<file path="config.mk">
export PLATFORM = sky130hd
export DESIGN_NAME = scaled_calendar_clock
export DESIGN_NICKNAME = d
export VERILOG_FILES = /design/src/design/scc_pkg.sv /design/src/design/scaled_calendar_clock.sv
export SDC_FILE = /design/constraint.sdc
export NUM_CORES = 1
export LEC_CHECK = 0
export ABC_AREA = 1
export BUFFER_PORTS_ARGS = -buffer_cell sky130_fd_sc_hd__buf_2
export CAP_MARGIN = 15
export CORE_MARGIN = 4
export CORE_UTILIZATION = 35
export CTS_BUF_LIST = sky130_fd_sc_hd__clkbuf_4
export DETAILED_ROUTE_END_ITERATION = 8
export SYNTH_ARGS = -nofsm -noshare
export SYNTH_HDL_FRONTEND = slang
export SYNTH_SLANG_ARGS = --single-unit
</file>
<file path="constraint.sdc">
create_clock -name clk -period 13.55 [get_ports clk]
set_clock_uncertainty 0.1 [all_clocks]
set_input_delay 3.3875 -clock clk [delete_from_list [all_inputs] [get_ports clk]]
set_output_delay 3.3875 -clock clk [all_outputs]
set_load 0.05 [all_outputs]
</file>
<file path="src/design/scc_pkg.sv">
// scc_pkg: shared constants and helpers for the scaled calendar clock
// register indexes, reset values, field widths; no dependencies

package scc_pkg;

	// configuration register indexes
	localparam int unsigned CFG_IDX_W = 3;
	localparam logic [CFG_IDX_W-1:0] CFG_TICKS_PER_DAY     = 3'd0;
	localparam logic [CFG_IDX_W-1:0] CFG_TICKS_PER_HOUR    = 3'd1;
	localparam logic [CFG_IDX_W-1:0] CFG_TICKS_PER_MINUTE  = 3'd2;
	localparam logic [CFG_IDX_W-1:0] CFG_DAYS_PER_YEAR     = 3'd3;
	localparam logic [CFG_IDX_W-1:0] CFG_DAYS_PER_MONTH    = 3'd4;
	localparam logic [CFG_IDX_W-1:0] CFG_START_DAY_COUNT   = 3'd5;
	localparam logic [CFG_IDX_W-1:0] CFG_START_TICK_OF_DAY = 3'd6;

	localparam int unsigned CFG_DATA_W = 32;
	localparam int unsigned TS_W       = 32;
	localparam int unsigned RES_W      = 104;

	// reset values of the registers
	localparam logic [31:0] RST_TICKS_PER_DAY    = 32'd86400000;
	localparam logic [31:0] RST_TICKS_PER_HOUR   = 32'd3600000;
	localparam logic [31:0] RST_TICKS_PER_MINUTE = 32'd60000;
	localparam logic [15:0] RST_DAYS_PER_YEAR    = 16'd360;
	localparam logic [15:0] RST_DAYS_PER_MONTH   = 16'd30;

	// a zero period acts as one
	function automatic logic [31:0] nz32(input logic [31:0] v);
		return (v == 32'd0) ? 32'd1 : v;
	endfunction

endpackage

</file>
<file path="src/design/scaled_calendar_clock.sv">
// scaled_calendar_clock: calendar date and time from millisecond timestamps
// depends on scc_pkg; one shared restoring divider under a small sequencer
//
// channel  | dir | handshake                    | payload
// ---------+-----+------------------------------+-----------------------------------------
// s_axis   | in  | s_axis_tvalid/s_axis_tready  | tdata: timestamp_ms; tuser: operation
// m_axis   | out | m_axis_tvalid/m_axis_tready  | tdata: year..minute, day_count, tick_of_day
// cfg      | in  | cfg_wen (no wait)            | cfg_index, cfg_wdata
//
// steps: a restart, first sample or zero-difference word runs the year, month, hour and minute
//   divisions; a word that advances the clock first adds the difference to the tick of day
//   and divides by the day length; the bit-per-cycle divider runs up to five divisions
// one word at a time: s_axis_tready is high only while idle and no finished result waits
// a finished result waits while the output register still holds an untaken word
// arst_n clears the counters, the reference and the sequencer, and arms the first-sample flag

module scaled_calendar_clock
	import scc_pkg::*;
#(
	parameter int unsigned TIMESTAMP_BITS = 32
) (
	input  logic                  clk,
	input  logic                  arst_n,
	// sample side
	input  logic                  s_axis_tvalid,
	output logic                  s_axis_tready,
	input  logic [TS_W-1:0]       s_axis_tdata,  // [31:0] timestamp_ms
	input  logic [0:0]            s_axis_tuser,  // [0] operation
	// result side
	output logic                  m_axis_tvalid,
	input  logic                  m_axis_tready,
	// [7:0] year, [15:8] month, [23:16] day, [31:24] hour, [39:32] minute,
	// [71:40] day_count, [103:72] tick_of_day
	output logic [RES_W-1:0]      m_axis_tdata,
	// configuration writes
	input  logic                  cfg_wen,
	input  logic [CFG_IDX_W-1:0]  cfg_index,
	input  logic [CFG_DATA_W-1:0] cfg_wdata
);

	// dividend width of the day carry division (tick of day plus difference)
	localparam int unsigned W  = ((TIMESTAMP_BITS > 32) ? TIMESTAMP_BITS : 32) + 1;
	localparam int unsigned CW = $clog2(W + 1);

	typedef enum logic [2:0] {
		ST_IDLE,
		ST_ADD,
		ST_DIV_DAY,
		ST_YEAR_LD,
		ST_DIV_YEAR,
		ST_DIV_MONTH,
		ST_DIV_HOUR,
		ST_DIV_MIN
	} state_t;

	// configuration registers
	logic [31:0] tpd_q, tph_q, tpm_q, sdc_q, stod_q;
	logic [15:0] dpy_q, dpm_q;

	// clock state
	logic [31:0]               day_q;
	logic [31:0]               tick_q;
	logic [TIMESTAMP_BITS-1:0] last_q;
	logic                      first_q;

	// sequencer and shared divider
	state_t        state_q;
	logic          done_q;      // all divisions finished, result waits for the output register
	logic [W-1:0]  quo_q;       // dividend shifts out at the top, quotient shifts in at the bottom
	logic [31:0]   rem_q;
	logic [31:0]   dvs_q;
	logic [CW-1:0] cnt_q;

	// calendar fields gathered along the way
	logic [7:0] year_q, month_q, dom_q, hour_q, minute_q;

	logic [TIMESTAMP_BITS-1:0] now;
	logic [TIMESTAMP_BITS-1:0] delta;
	logic [32:0]               rem_sh;
	logic [32:0]               rem_diff;
	logic                      rem_ge;
	logic [31:0]               rem_nx;
	logic                      s_acc;
	logic                      out_free;

	assign now   = TIMESTAMP_BITS'(s_axis_tdata);
	assign delta = now - last_q;

	// one restoring step: shift in the next dividend bit, subtract if it fits
	assign rem_sh   = {rem_q, quo_q[W-1]};
	assign rem_diff = rem_sh - {1'b0, dvs_q};
	assign rem_ge   = (rem_sh >= {1'b0, dvs_q});
	assign rem_nx   = rem_ge ? rem_diff[31:0] : rem_sh[31:0];

	assign s_axis_tready = (state_q == ST_IDLE) && !done_q;
	assign s_acc         = s_axis_tvalid && s_axis_tready;
	assign out_free      = !m_axis_tvalid || m_axis_tready;

	// configuration register file; the host writes it only between words, not enforced here
	always_ff @(posedge clk or negedge arst_n) begin
		if (!arst_n) begin
			tpd_q  <= RST_TICKS_PER_DAY;
			tph_q  <= RST_TICKS_PER_HOUR;
			tpm_q  <= RST_TICKS_PER_MINUTE;
			dpy_q  <= RST_DAYS_PER_YEAR;
			dpm_q  <= RST_DAYS_PER_MONTH;
			sdc_q  <= 32'd0;
			stod_q <= 32'd0;
		end else if (cfg_wen) begin
			unique case (cfg_index)
				CFG_TICKS_PER_DAY:     tpd_q  <= cfg_wdata;
				CFG_TICKS_PER_HOUR:    tph_q  <= cfg_wdata;
				CFG_TICKS_PER_MINUTE:  tpm_q  <= cfg_wdata;
				CFG_DAYS_PER_YEAR:     dpy_q  <= cfg_wdata[15:0];
				CFG_DAYS_PER_MONTH:    dpm_q  <= cfg_wdata[15:0];
				CFG_START_DAY_COUNT:   sdc_q  <= cfg_wdata;
				CFG_START_TICK_OF_DAY: stod_q <= cfg_wdata;
				default: ;
			endcase
		end
	end

	// sequencer, clock state and output register
	always_ff @(posedge clk or negedge arst_n) begin
		if (!arst_n) begin
			state_q       <= ST_IDLE;
			done_q        <= 1'b0;
			cnt_q         <= '0;
			day_q         <= '0;
			tick_q        <= '0;
			last_q        <= '0;
			first_q       <= 1'b1;
			m_axis_tvalid <= 1'b0;
		end else begin
			// hand the finished result to the output register
			if (done_q && out_free) begin
				m_axis_tdata  <= {tick_q, day_q, minute_q, hour_q, dom_q, month_q, year_q};
				m_axis_tvalid <= 1'b1;
				done_q        <= 1'b0;
			end else if (m_axis_tvalid && m_axis_tready) begin
				m_axis_tvalid <= 1'b0;
			end

			unique case (state_q)
				ST_IDLE: begin
					if (s_acc) begin
						if (s_axis_tuser[0]) begin
							// restart from the start registers
							day_q   <= sdc_q;
							tick_q  <= stod_q;
							first_q <= 1'b1;
							state_q <= ST_YEAR_LD;
						end else if (first_q) begin
							// first sample only sets the reference
							last_q  <= now;
							first_q <= 1'b0;
							state_q <= ST_YEAR_LD;
						end else if (delta != '0) begin
							last_q  <= now;
							quo_q   <= W'(delta);
							state_q <= ST_ADD;
						end else begin
							state_q <= ST_YEAR_LD;
						end
					end
				end
				ST_ADD: begin
					// total ticks, divided once by the day length
					quo_q   <= quo_q + W'(tick_q);
					rem_q   <= '0;
					dvs_q   <= nz32(tpd_q);
					cnt_q   <= CW'(W);
					state_q <= ST_DIV_DAY;
				end
				ST_YEAR_LD: begin
					quo_q   <= {day_q, {(W-32){1'b0}}};
					rem_q   <= '0;
					dvs_q   <= nz32({16'd0, dpy_q});
					cnt_q   <= CW'(32);
					state_q <= ST_DIV_YEAR;
				end
				ST_DIV_DAY, ST_DIV_YEAR, ST_DIV_MONTH, ST_DIV_HOUR, ST_DIV_MIN: begin
					if (cnt_q != '0) begin
						quo_q <= {quo_q[W-2:0], rem_ge};
						rem_q <= rem_nx;
						cnt_q <= cnt_q - CW'(1);
					end else begin
						rem_q <= '0;
						unique case (state_q)
							ST_DIV_DAY: begin
								// whole days carry into the day count, which wraps
								day_q   <= day_q + quo_q[31:0];
								tick_q  <= rem_q;
								state_q <= ST_YEAR_LD;
							end
							ST_DIV_YEAR: begin
								year_q  <= quo_q[7:0] + 8'd1;
								// day of year is below days_per_year, so 16 bits hold it
								quo_q   <= {rem_q[15:0], {(W-16){1'b0}}};
								dvs_q   <= nz32({16'd0, dpm_q});
								cnt_q   <= CW'(16);
								state_q <= ST_DIV_MONTH;
							end
							ST_DIV_MONTH: begin
								month_q <= quo_q[7:0] + 8'd1;
								dom_q   <= rem_q[7:0] + 8'd1;
								quo_q   <= {tick_q, {(W-32){1'b0}}};
								dvs_q   <= nz32(tph_q);
								cnt_q   <= CW'(32);
								state_q <= ST_DIV_HOUR;
							end
							ST_DIV_HOUR: begin
								hour_q  <= quo_q[7:0];
								quo_q   <= {rem_q, {(W-32){1'b0}}};
								dvs_q   <= nz32(tpm_q);
								cnt_q   <= CW'(32);
								state_q <= ST_DIV_MIN;
							end
							default: begin
								minute_q <= quo_q[7:0];
								done_q   <= 1'b1;
								state_q  <= ST_IDLE;
							end
						endcase
					end
				end
				default: state_q <= ST_IDLE;
			endcase
		end
	end

endmodule

</file>
Word-level counts from Yosys, hierarchy flattened
Index checks and enable logic that the tools add are counted.
{ "classes": {"mul": 0, "n_shift": 0, "div_mod_pow": 0, "n_lt_le_gt_ge": 1, "addsub": 7, "eq_ne": 23, "reduce_logical": 45, "n_bitwise": 3, "n_mux": 47} }
{ "op_table": {"columns": ["operator", "count"], "rows": [
  ["32-bit 2-to-1 mux", 16],
  ["32-bit one-hot mux with 2 select lines", 3],
  ["32-bit one-hot mux with 3 select lines", 2],
  ["33-bit 2-to-1 mux", 5],
  ["33-bit one-hot mux with 4 select lines", 1],
  ["33-bit one-hot mux with 3 select lines", 1],
  ["32-bit logical NOT", 3],
  ["32-bit subtractor", 2],
  ["33-bit by 32-bit adder with 33-bit output", 1],
  ["33-bit by 32-bit greater-or-equal comparator with 1-bit output", 1],
  ["32-bit adder", 1],
  ["16-bit logical NOT", 2],
  ["16-bit 2-to-1 mux", 2],
  ["32-bit nonzero test", 1],
  ["3-bit one-hot mux with 4 select lines", 2],
  ["2-bit AND reduction", 12],
  ["4-bit AND reduction", 6],
  ["3-bit == test, second input constant", 7],
  ["6-bit one-hot mux with 3 select lines", 1],
  ["8-bit by 1-bit adder with 8-bit output, second input constant", 2],
  ["3-bit by 2-bit == test with 1-bit output, second input constant", 4],
  ["2-bit != test, second input constant", 6],
  ["6-bit one-hot mux with 2 select lines", 1],
  ["4-bit != test, second input constant", 2],
  ["other kinds (21)", 42]
]} }
{ "word_totals": {"latch_bits": 0, "inputBits": 73, "register_bits": 541, "romBits": 0, "out_inout_bits": 106, "word_cells": 150, "mem_count": 0, "ram_bits": 0} }

Longest topological paths before layout
Gate-level depths: netlist of the first run.
{ "logic_depth": {"word_depth": 7, "ltp_mapped": 22, "ltp_nobuf": 21} }

Worst setup path after synthesis of the first run
No wires, ideal clock.
{ "synth_path": {"kind": "input port to flip-flop", "startpoint": "input port m_axis_tready", "endpoint": "register m_axis_tdata[0], enable pin", "n_path_buf": 0, "setup_time_ns": 0.694, "t_arrival_ns": 10.453, "cell_stages": 2, "slack_ns": 2.304, "cell_sequence": "nor2_1 nor3_1"} }
{ "synth_via": {"elab_chain_cells": 3} }
{ "synth_lines": {"columns": ["item", "line", "rtl"], "rows": [
  ["from (decl)", "scaled_calendar_clock.sv:31", "input logic m_axis_tready,"],
  ["1-bit logical OR", "scaled_calendar_clock.sv:97", "assign out_free = !m_axis_tvalid || m_axis_tready;"],
  ["1-bit logical AND", "scaled_calendar_clock.sv:136", "if (done_q && out_free) begin"],
  ["2-bit AND reduction (no source line)", null, null],
  ["to (signal assigned)", "scaled_calendar_clock.sv:137", "m_axis_tdata <= {tick_q, day_q, minute_q, hour_q, dom_q, month_q, year_q};"],
  ["to (decl)", "scaled_calendar_clock.sv:34", "output logic [RES_W-1:0] m_axis_tdata,"]
]} }
No other way between the ends.
A chain may end at the register's enable or synchronous reset.

Worst setup path after layout of the first run
{ "layout_path": {"startpoint": "register state_q[2]", "endpoint": "output port s_axis_tready"} }
{ "layout_via": {"elab_chain_cells": 2} }
{ "layout_lines": {"columns": ["item", "line", "rtl"], "rows": [
  ["from (decl)", "scaled_calendar_clock.sv:67", "state_t state_q;"],
  ["from (signal assigned)", "scaled_calendar_clock.sv:126", "state_q <= ST_IDLE;"],
  ["from (signal assigned)", "scaled_calendar_clock.sv:152", "state_q <= ST_YEAR_LD;"],
  ["from (signal assigned)", "scaled_calendar_clock.sv:157", "state_q <= ST_YEAR_LD;"],
  ["3-bit logical NOT", "scaled_calendar_clock.sv:95", "assign s_axis_tready = (state_q == ST_IDLE) && !done_q;"],
  ["1-bit logical AND", "scaled_calendar_clock.sv:95", null],
  ["to (decl)", "scaled_calendar_clock.sv:26", "output logic s_axis_tready,"]
]} }
No other way between the ends.

==> tab_implementation.tex, run 1 <==
\begin{tabular}{lr}
\hline
Metric & Value \\
\hline
\multicolumn{2}{l}{\textbf{Worst setup path}} \\
Required @ worst endpoint & 10060 ps \\
Crit-path max FO & 30 \\
Arrival time reported for the critical path endpoint & 3330 ps \\
Setup CP Type & reg -> out \\
Crit path capture type & output port \\
Slowest cell on the critical path & sky130\_fd\_sc\_hd\_\_nor2\_4 \\
Sequence of cells on the critical path & nor2\_4 > inv\_2 > nor2\_2 > inv\_2 > nor2\_4 > buf\_2 \\
Max stage delay on crit path & 740 ps \\
CP Launch Type & register \\
\multicolumn{2}{l}{\textbf{Clock tree}} \\
Clock tree buffer depth & 3 \\
Hold buffers post-CTS & 0 \\
Num Clock Sinks & 541 \\
H-tree level count & 4 \\
Clock buffer count from CTS & 153 \\
Clk Tree Root Cell & sky130\_fd\_sc\_hd\_\_clkbuf\_4 \\
Clock tree from TritonCTS & done \\
Clk slew on worst S/H paths & 70 ps \\
Post-CTS setup buffer count & 0 \\
Source-to-sink clock delay at the later pin of the worst-skew pair & 1040 ps \\
Cells resized by post-CTS repair & 0 \\
\multicolumn{2}{l}{\textbf{Flow run}} \\
Count of max-cap constraint violations & 0 \\
\multicolumn{2}{l}{\textbf{Routing}} \\
Number of routed nets with antenna violations & 0 \\
Routed wire length per instance & 20.0 um \\
Remaining DRCs & 0 \\
Via density per instance & 5.16 \\
Violation count after the first detailed-route iteration & 2540 \\
Via count & 27100 \\
Final wirelength & 105 mm \\
DR pass1 iterations & 6 \\
\multicolumn{2}{l}{\textbf{Die}} \\
Total die area & 91800 um2 \\
Std-Cell Core Area & 85800 um2 \\
Height of the die & 303 um \\
Die span in x & 303 um \\
IO Pins & 179 \\
Initial standard-cell utilization of the core & 35.5\% \\
Placement Rows & 107 \\
\multicolumn{2}{l}{\textbf{Placement}} \\
Post-detail-place hpwl & 77.8 mm \\
Gpl congestion & 0.977 \\
Total of buffers placed on input and output ports & 178 \\
Total cell area at the placement stage & 32500 um2 \\
\multicolumn{2}{l}{\textbf{Pwr}} \\
Switching part of the total & 34.3\% \\
Share of total power in the clock network & 32.8\% \\
Sequential share of power & 45.0\% \\
Worst VDD drop & 0.0701 mV \\
Proportion of power drawn by combinational gates & 22.1\% \\
Lkg Pwr & 16.0 nW \\
Pwr dens & 138 nW/um2 \\
Switching power & 1.64 mW \\
Int Power & 3.13 mW \\
\multicolumn{2}{l}{\textbf{Synthesis}} \\
Number of warnings printed during yosys synthesis & 0 \\
Part of the Yosys area used for sequential elements & 48.6\% \\
Net count of the mapped netlist & 3940 \\
Flip-flop and latch count after synthesis & 541 \\
Number of distinct library cell variants in the gate-level netlist after synthesis & 53 \\
Cell area after technology mapping & 30500 um2 \\
Fraction of post-synthesis cell area in the top cell type by area & 23.8\% \\
List of most frequent post-synthesis cells & sky130\_fd\_sc\_hd\_\_nand2\_1 (978), sky130\_fd\_sc\_hd\_\_inv\_1 (446), sky130\_fd\_sc\_hd\_\_o21ai\_0 (414) \\
Share of async-settable or async-resettable flops after synthesis & 55.5\% \\
Number of synthesized flops with an enable pin & 241 \\
Cells after Synth & 3733 \\
Ranking of synthesized cells by area & sky130\_fd\_sc\_hd\_\_edfxtp\_1 (24\%), sky130\_fd\_sc\_hd\_\_dfrtp\_1 (22\%), sky130\_fd\_sc\_hd\_\_nand2\_1 (12\%) \\
Average footprint of a synthesized cell & 8.16 um2 \\
Area leader, netlist & sky130\_fd\_sc\_hd\_\_edfxtp\_1 \\
Top\_reg\_cell synth & sky130\_fd\_sc\_hd\_\_dfrtp\_1 \\
Most numerous cell in the Yosys netlist & sky130\_fd\_sc\_hd\_\_nand2\_1 \\
\multicolumn{2}{l}{\textbf{Global route}} \\
Vias in the first global route & 25900 \\
First-pass GRT wire length & 157 mm \\
Overall Global Routing Usage & 22.7\% \\
Pin count of the biggest net entering global routing & 158 \\
Overflow left after global routing & 0 \\
Antenna violations before repair & 7 \\
\multicolumn{2}{l}{\textbf{Timing}} \\
Endpoints failing hold & 0 \\
Unrepaired setup endpoints after global routing & false \\
Setup TNS & 0 ps \\
Fmax & 147 MHz \\
Transition time at the pin with the least slew margin & 1090 ps \\
Clock period minus final worst setup slack & 6820 ps \\
Fin. max-slew vios & 0 \\
Worst-case headroom to the max-slew limit & 27.0\% \\
Number of failing setup endpoints in the final timing report & 0 \\
Period Utilization, post-route & 50.3\% \\
\multicolumn{2}{l}{\textbf{Layout}} \\
Final design area excluding fillers & 34600 um2 \\
Syn-to-layout area delta & 13.4\% \\
Net count of the finished layout & 4179 \\
Layout cells sized above 1 & 13.4\% \\
\multicolumn{2}{l}{\textbf{Status}} \\
Status & complete, no violations \\
\multicolumn{2}{l}{\textbf{Min path}} \\
Tightest Hold Check Type & reg -> reg \\
\hline
\end{tabular}
==> path summary, 6_finish.rpt <==
check                            from          endpoint  slack (ps)  depth (start not counted)
max                        state_q[2]     s_axis_tready        6730                          6
min                          dom_q[7]  m_axis_tdata[23]         280                          0
max reg2reg                state_q[2]          day_q[6]        8890                         14
min reg2reg                  dom_q[7]  m_axis_tdata[23]         280                          0
max in group asynchronous      arst_n         tpm_q[30]        8430                          4
min in group asynchronous      arst_n         dpm_q[10]        2190                          1
==> power by group through the flow <==
stage / Combinational (mW) / Sequential [mW] / Clock [mW]
after CTS: 1.05 / 2.14 / 1.62
after detailed placement: 1.04 / 2.17 / 0
after global routing: 1.19 / 2.16 / 1.71
after global placement: 1.03 / 2.17 / 0
after floorplan: 0.762 / 2.06 / 0
final: 1.05 / 2.15 / 1.57
==> final cells by class <==
type | instances | area [um2]
inverters | 455 | 1710
diodes | 4 | 10.0
clock inverters | 42 | 231
repair buffers | 206 | 1120
well taps | 1144 | 1430
fillers | 8794 | 51300
flip-flops and latches | 541 | 14800
clock buffers | 237 | 1780
multi-input cells | 2615 | 13500
==> registers in the layout (all words and copies together), names as in the netlist, 6 cells and up <==
name / count
m_axis_tdata: 104
quo_q: 33
day_q: 32
dvs_q: 32
last_q: 32
rem_q: 32
sdc_q: 32
stod_q: 32
tick_q: 32
tpd_q: 32
tph_q: 32
tpm_q: 32
dpm_q: 16
dpy_q: 16
dom_q: 8
hour_q: 8
minute_q: 8
month_q: 8
year_q: 8
cnt_q: 6
==> placed cells by master, fill, tap and decap left out, types with 6 or more instances in the layout <==
| master | count |
|---|---|
| sky130_fd_sc_hd__clkinv_2 | 6 |
| sky130_fd_sc_hd__buf_4 | 27 |
| sky130_fd_sc_hd__a21o_1 | 26 |
| sky130_fd_sc_hd__nor2_4 | 6 |
| sky130_fd_sc_hd__a21oi_1 | 189 |
| sky130_fd_sc_hd__clkinv_1 | 27 |
| sky130_fd_sc_hd__nor2_2 | 9 |
| sky130_fd_sc_hd__or2_2 | 11 |
| sky130_fd_sc_hd__nand2_1 | 973 |
| sky130_fd_sc_hd__nor3_1 | 26 |
| sky130_fd_sc_hd__xor2_1 | 55 |
| sky130_fd_sc_hd__o2111ai_1 | 9 |
| sky130_fd_sc_hd__a221oi_1 | 9 |
| sky130_fd_sc_hd__xnor2_1 | 17 |
| sky130_fd_sc_hd__nand3b_1 | 8 |
| sky130_fd_sc_hd__o221ai_1 | 12 |
| sky130_fd_sc_hd__buf_2 | 177 |
| sky130_fd_sc_hd__inv_1 | 446 |
| sky130_fd_sc_hd__dfrtp_1 | 264 |
| sky130_fd_sc_hd__o211ai_1 | 53 |
| sky130_fd_sc_hd__nand4_1 | 27 |
| sky130_fd_sc_hd__edfxtp_1 | 241 |
| sky130_fd_sc_hd__nand2_2 | 13 |
| sky130_fd_sc_hd__o22ai_1 | 18 |
| sky130_fd_sc_hd__dfstp_2 | 36 |
| sky130_fd_sc_hd__o21bai_1 | 12 |
| sky130_fd_sc_hd__nand3_1 | 171 |
| sky130_fd_sc_hd__inv_2 | 8 |
| sky130_fd_sc_hd__ha_1 | 130 |
| sky130_fd_sc_hd__clkbuf_4 | 237 |
| sky130_fd_sc_hd__o21ai_1 | 12 |
| sky130_fd_sc_hd__a22oi_1 | 6 |
| sky130_fd_sc_hd__nor4_1 | 27 |
| sky130_fd_sc_hd__nor2_1 | 309 |
| sky130_fd_sc_hd__a31oi_1 | 39 |
| sky130_fd_sc_hd__o21ai_0 | 414 |
==> logic make-up after synthesis <==
group,share of synthesized area [%]
and+or+nand+nor,21.3
buffers and inverters,7.38
DFF,48.6
adders and majority gates,5.60
AOI/OAI and AO/OA,15.1
xor gates and xnor gates,2.07
==> critical path, delay by kind of cell (launching register included) <==
family | cells | cell delay [ps]
buffers and inverters | 3 | 740
DFF | 1 | 500
and+or+nand+nor | 3 | 1070
==> per-layer routing <==
layer	track usage, %	vias up	wire length, um
met3	6.53	246	9020
li1	-	13100	-
met2	34.4	1089	45000
met5	0	-	7
met4	10.4	2	4930
met1	30.3	12600	45800
==> metrics by stage <==
step / utilization (%) / power (mW) / std cells / hold slack (ps) / setup slack [ps]
2_1_floorplan: - / 2.83 / 3733 / 300 / 2300
3_3_place_gp: 37.9 / 3.20 / 4961 / 302 / 6650
3_5_place_dp: 37.9 / 3.21 / 4961 / 305 / 6610
4_1_cts: 40.3 / 4.80 / 5240 / 298 / 6660
5_1_grt: 40.3 / 5.06 / 5242 / 312 / 6580
6_report: 40.3 / 4.77 / 5244 / 283 / 6730
No activity file was read; power rests on OpenSTA's default activity.
==> run 2, diff against run 1 <==
Clock period 13.55 ns to 6.4 ns, I/O delays scaled along.
==> run 2 against run 1 <==
  * Non-clock buffer count increased by 3
  * Utilization increased by 0.083 points
  * Combinational power increased by 110%
  * Global-route usage decreased by 0.86 points
  * Design area increased by 0.21%
  * Flip-flop and latch count unchanged
  * Count of clock-buffer cells in the layout decreased by 1
  * Wire length decreased by 3.2%
  * Clock power increased by 110%
  * Register-to-register slack got worse by 6700 ps
  * Critical path depth increased by 1
  * Largest cell class unchanged
  * Largest power group unchanged
==> tab_implementation.tex, run 2 (synthesized netlist as in run 1, its figures left out) <==
\begin{tabular}{lr}
\hline
Metric & Value \\
\hline
\multicolumn{2}{l}{\textbf{Status}} \\
Status & complete, no violations \\
\multicolumn{2}{l}{\textbf{Placement}} \\
Total of buffers placed on input and output ports & 178 (unchanged) \\
Gpl congestion & 0.960 (-1.7\%) \\
Post-detail-place hpwl & 75.4 mm (-3.1\%) \\
\multicolumn{2}{l}{\textbf{Clock tree}} \\
Hold buffers post-CTS & 0 (unchanged) \\
Cells resized by post-CTS repair & 0 (unchanged) \\
Clock buffer count from CTS & 150 (-2.0\%) \\
Num Clock Sinks & 541 (unchanged) \\
Clock tree from TritonCTS & done \\
Source-to-sink clock delay at the later pin of the worst-skew pair & 990 ps (-50 ps) \\
H-tree level count & 4 (unchanged) \\
Clock tree buffer depth & 3 (unchanged) \\
Post-CTS setup buffer count & 0 (unchanged) \\
Clk Tree Root Cell & sky130\_fd\_sc\_hd\_\_clkbuf\_4 \\
Clk slew on worst S/H paths & 70 ps (about the same) \\
\multicolumn{2}{l}{\textbf{Min path}} \\
Tightest Hold Check Type & reg -> reg \\
\multicolumn{2}{l}{\textbf{Worst setup path}} \\
Required @ worst endpoint & 4700 ps (-5360 ps) \\
End of the critical path & s\_axis\_tready \\
Buffers plus inverters on the worst setup path & 4 (+1) \\
Crit. path cell count & 7 (+1) \\
Setup CP Type & reg -> out \\
Crit path from & state\_q[2] \\
Max stage delay on crit path & 490 ps (-250 ps) \\
CP Launch Type & register \\
Cell depth of the worst flop-to-flop path & 16 (+2) \\
Kind of cell adding the most delay to the critical path & buffers and inverters \\
Crit path capture type & output port \\
Sequence of cells on the critical path & nor2\_4 > buf\_4 > inv\_2 > nor2\_2 > inv\_2 > nor2\_4 > buf\_2 \\
Arrival time reported for the critical path endpoint & 2920 ps (-410 ps) \\
Crit-path max FO & 30 (unchanged) \\
Critical R2R Capture & day\_q[11] \\
Worst-case register-to-register setup slack & 2180 ps (-6710 ps) \\
Worst R2R Start & state\_q[2] \\
Slowest cell on the critical path & sky130\_fd\_sc\_hd\_\_dfrtp\_1 \\
\multicolumn{2}{l}{\textbf{Layout}} \\
Most common cell after layout, fill and taps aside & sky130\_fd\_sc\_hd\_\_nand2\_1 \\
Commonest non-fill, non-tap cells in the layout & sky130\_fd\_sc\_hd\_\_nand2\_1 (973), sky130\_fd\_sc\_hd\_\_inv\_1 (446), sky130\_fd\_sc\_hd\_\_o21ai\_0 (414) \\
Syn-to-layout area delta & 13.7\% \\
Number of flip-flops in the largest register & 104 (unchanged) \\
Area taken by multi-input logic gates & 13500 um2 (about the same) \\
Net count of the finished layout & 4179 (unchanged) \\
Sequential cell area & 14800 um2 (unchanged) \\
Reg with most FFs & m\_axis\_tdata \\
Number of fillers in the final layout & 8798 (+0.045\%) \\
Layout cells sized above 1 & 13.4\% (+0.041 points) \\
Largest registers & m\_axis\_tdata x104, quo\_q x33 \\
\multicolumn{2}{l}{\textbf{Flow run}} \\
Count of max-cap constraint violations & 0 (unchanged) \\
\multicolumn{2}{l}{\textbf{Timing}} \\
Number of failing setup endpoints in the final timing report & 0 (unchanged) \\
Transition time at the pin with the least slew margin & 1070 ps (-17.6 ps) \\
Endpoints failing hold & 0 (unchanged) \\
Worst-case headroom to the max-slew limit & 28.2\% (+1.2 points) \\
Fin. max-slew vios & 0 (unchanged) \\
Unrepaired setup endpoints after global routing & false \\
Clock period minus final worst setup slack & 4620 ps \\
Fmax & 217 MHz \\
Period Utilization, post-route & 72.1\% \\
Setup TNS & 0 ps (unchanged) \\
\multicolumn{2}{l}{\textbf{Global route}} \\
First-pass GRT wire length & 154 mm (-2.4\%) \\
Pin count of the biggest net entering global routing & 112 (-29\%) \\
Overflow left after global routing & 0 (unchanged) \\
GR Layer Usage met2 & 33.4\% (-1.0 points) \\
Antenna violations before repair & 7 (unchanged) \\
Vias in the first global route & 25400 (-1.9\%) \\
Overall Global Routing Usage & 21.9\% (-0.86 points) \\
Met3 Usage GRT & 4.28\% (-2.2 points) \\
Global routing met1 resource utilization & 31.8\% (+1.5 points) \\
Most used routing layer in global routing & met2 \\
\multicolumn{2}{l}{\textbf{Routing}} \\
DR pass1 iterations & 6 (unchanged) \\
Via count & 26900 (-0.85\%) \\
Final wirelength & 101 mm (-3.2\%) \\
Remaining DRCs & 0 (unchanged) \\
Number of routed nets with antenna violations & 0 (unchanged) \\
Via density per instance & 5.13 (-0.75\%) \\
Routed wire length per instance & 19.4 um (-3.1\%) \\
Violation count after the first detailed-route iteration & 2499 (-1.6\%) \\
\multicolumn{2}{l}{\textbf{Pwr}} \\
Worst VDD drop & 0.171 mV (+140\%) \\
Final Power & 10.1 mW (+110\%) \\
Pwr dens & 291 nW/um2 (+110\%) \\
Lkg Pwr & 16.0 nW (+0.26\%) \\
\multicolumn{2}{l}{\textbf{Die}} \\
Placement Rows & 107 (unchanged) \\
Die span in x & 303 um (unchanged) \\
Height of the die & 303 um (unchanged) \\
Std-Cell Core Area & 85800 um2 (unchanged) \\
IO Pins & 179 (unchanged) \\
Total die area & 91800 um2 (unchanged) \\
Initial standard-cell utilization of the core & 35.5\% (unchanged) \\
\hline
\end{tabular}
## run 2: cell type report
class	count	share of cell area [%]
clock buffers	236	5.12
diodes	4	0.0289
flip-flops and latches	541	42.7
clock inverters	35	0.705
repair buffers	209	3.42
inverters	455	4.93
multi-input cells	2615	38.9
well taps	1144	4.13
## run 2: worst min-delay path by stage
stage,cells after the start,endpoint,from
2_1_floorplan,0,m_axis_tdata[0],year_q[0]
3_3_place_gp,0,m_axis_tdata[39],minute_q[7]
3_5_place_dp,0,m_axis_tdata[31],hour_q[7]
4_1_cts,0,m_axis_tdata[9],month_q[1]
5_1_grt,0,m_axis_tdata[23],dom_q[7]
6_report,0,m_axis_tdata[9],month_q[1]
## run 2: report_power, final
group          total [mW]  switching, mW  internal, mW  leakage [nW]
Sequential           4.56          0.449          4.11          5.83
Clock                3.31           1.51          1.80          1.22
Combinational        2.21           1.43         0.781          9.00
## run 2: per-stage QoR
step | setup WS [ps] | hold WS (ps) | area [um2] | utilization (%) | std cells
floorplan | 75.1 | 300 | 30500 | - | 3733
global placement | 1390 | 302 | 32600 | 38.0 | 4963
detailed placement | 1330 | 305 | 32600 | 38.0 | 4963
CTS | 1670 | 309 | 34600 | 40.3 | 5234
global route | 1600 | 306 | 34600 | 40.3 | 5239
finish | 1780 | 305 | 34600 | 40.3 | 5239
## run 2: per-layer routing
layer	vias to the layer above	wire (um)
met5	-	13
met4	2	2110
li1	13100	-
met3	143	7380
met2	985	44400
met1	12700	47500
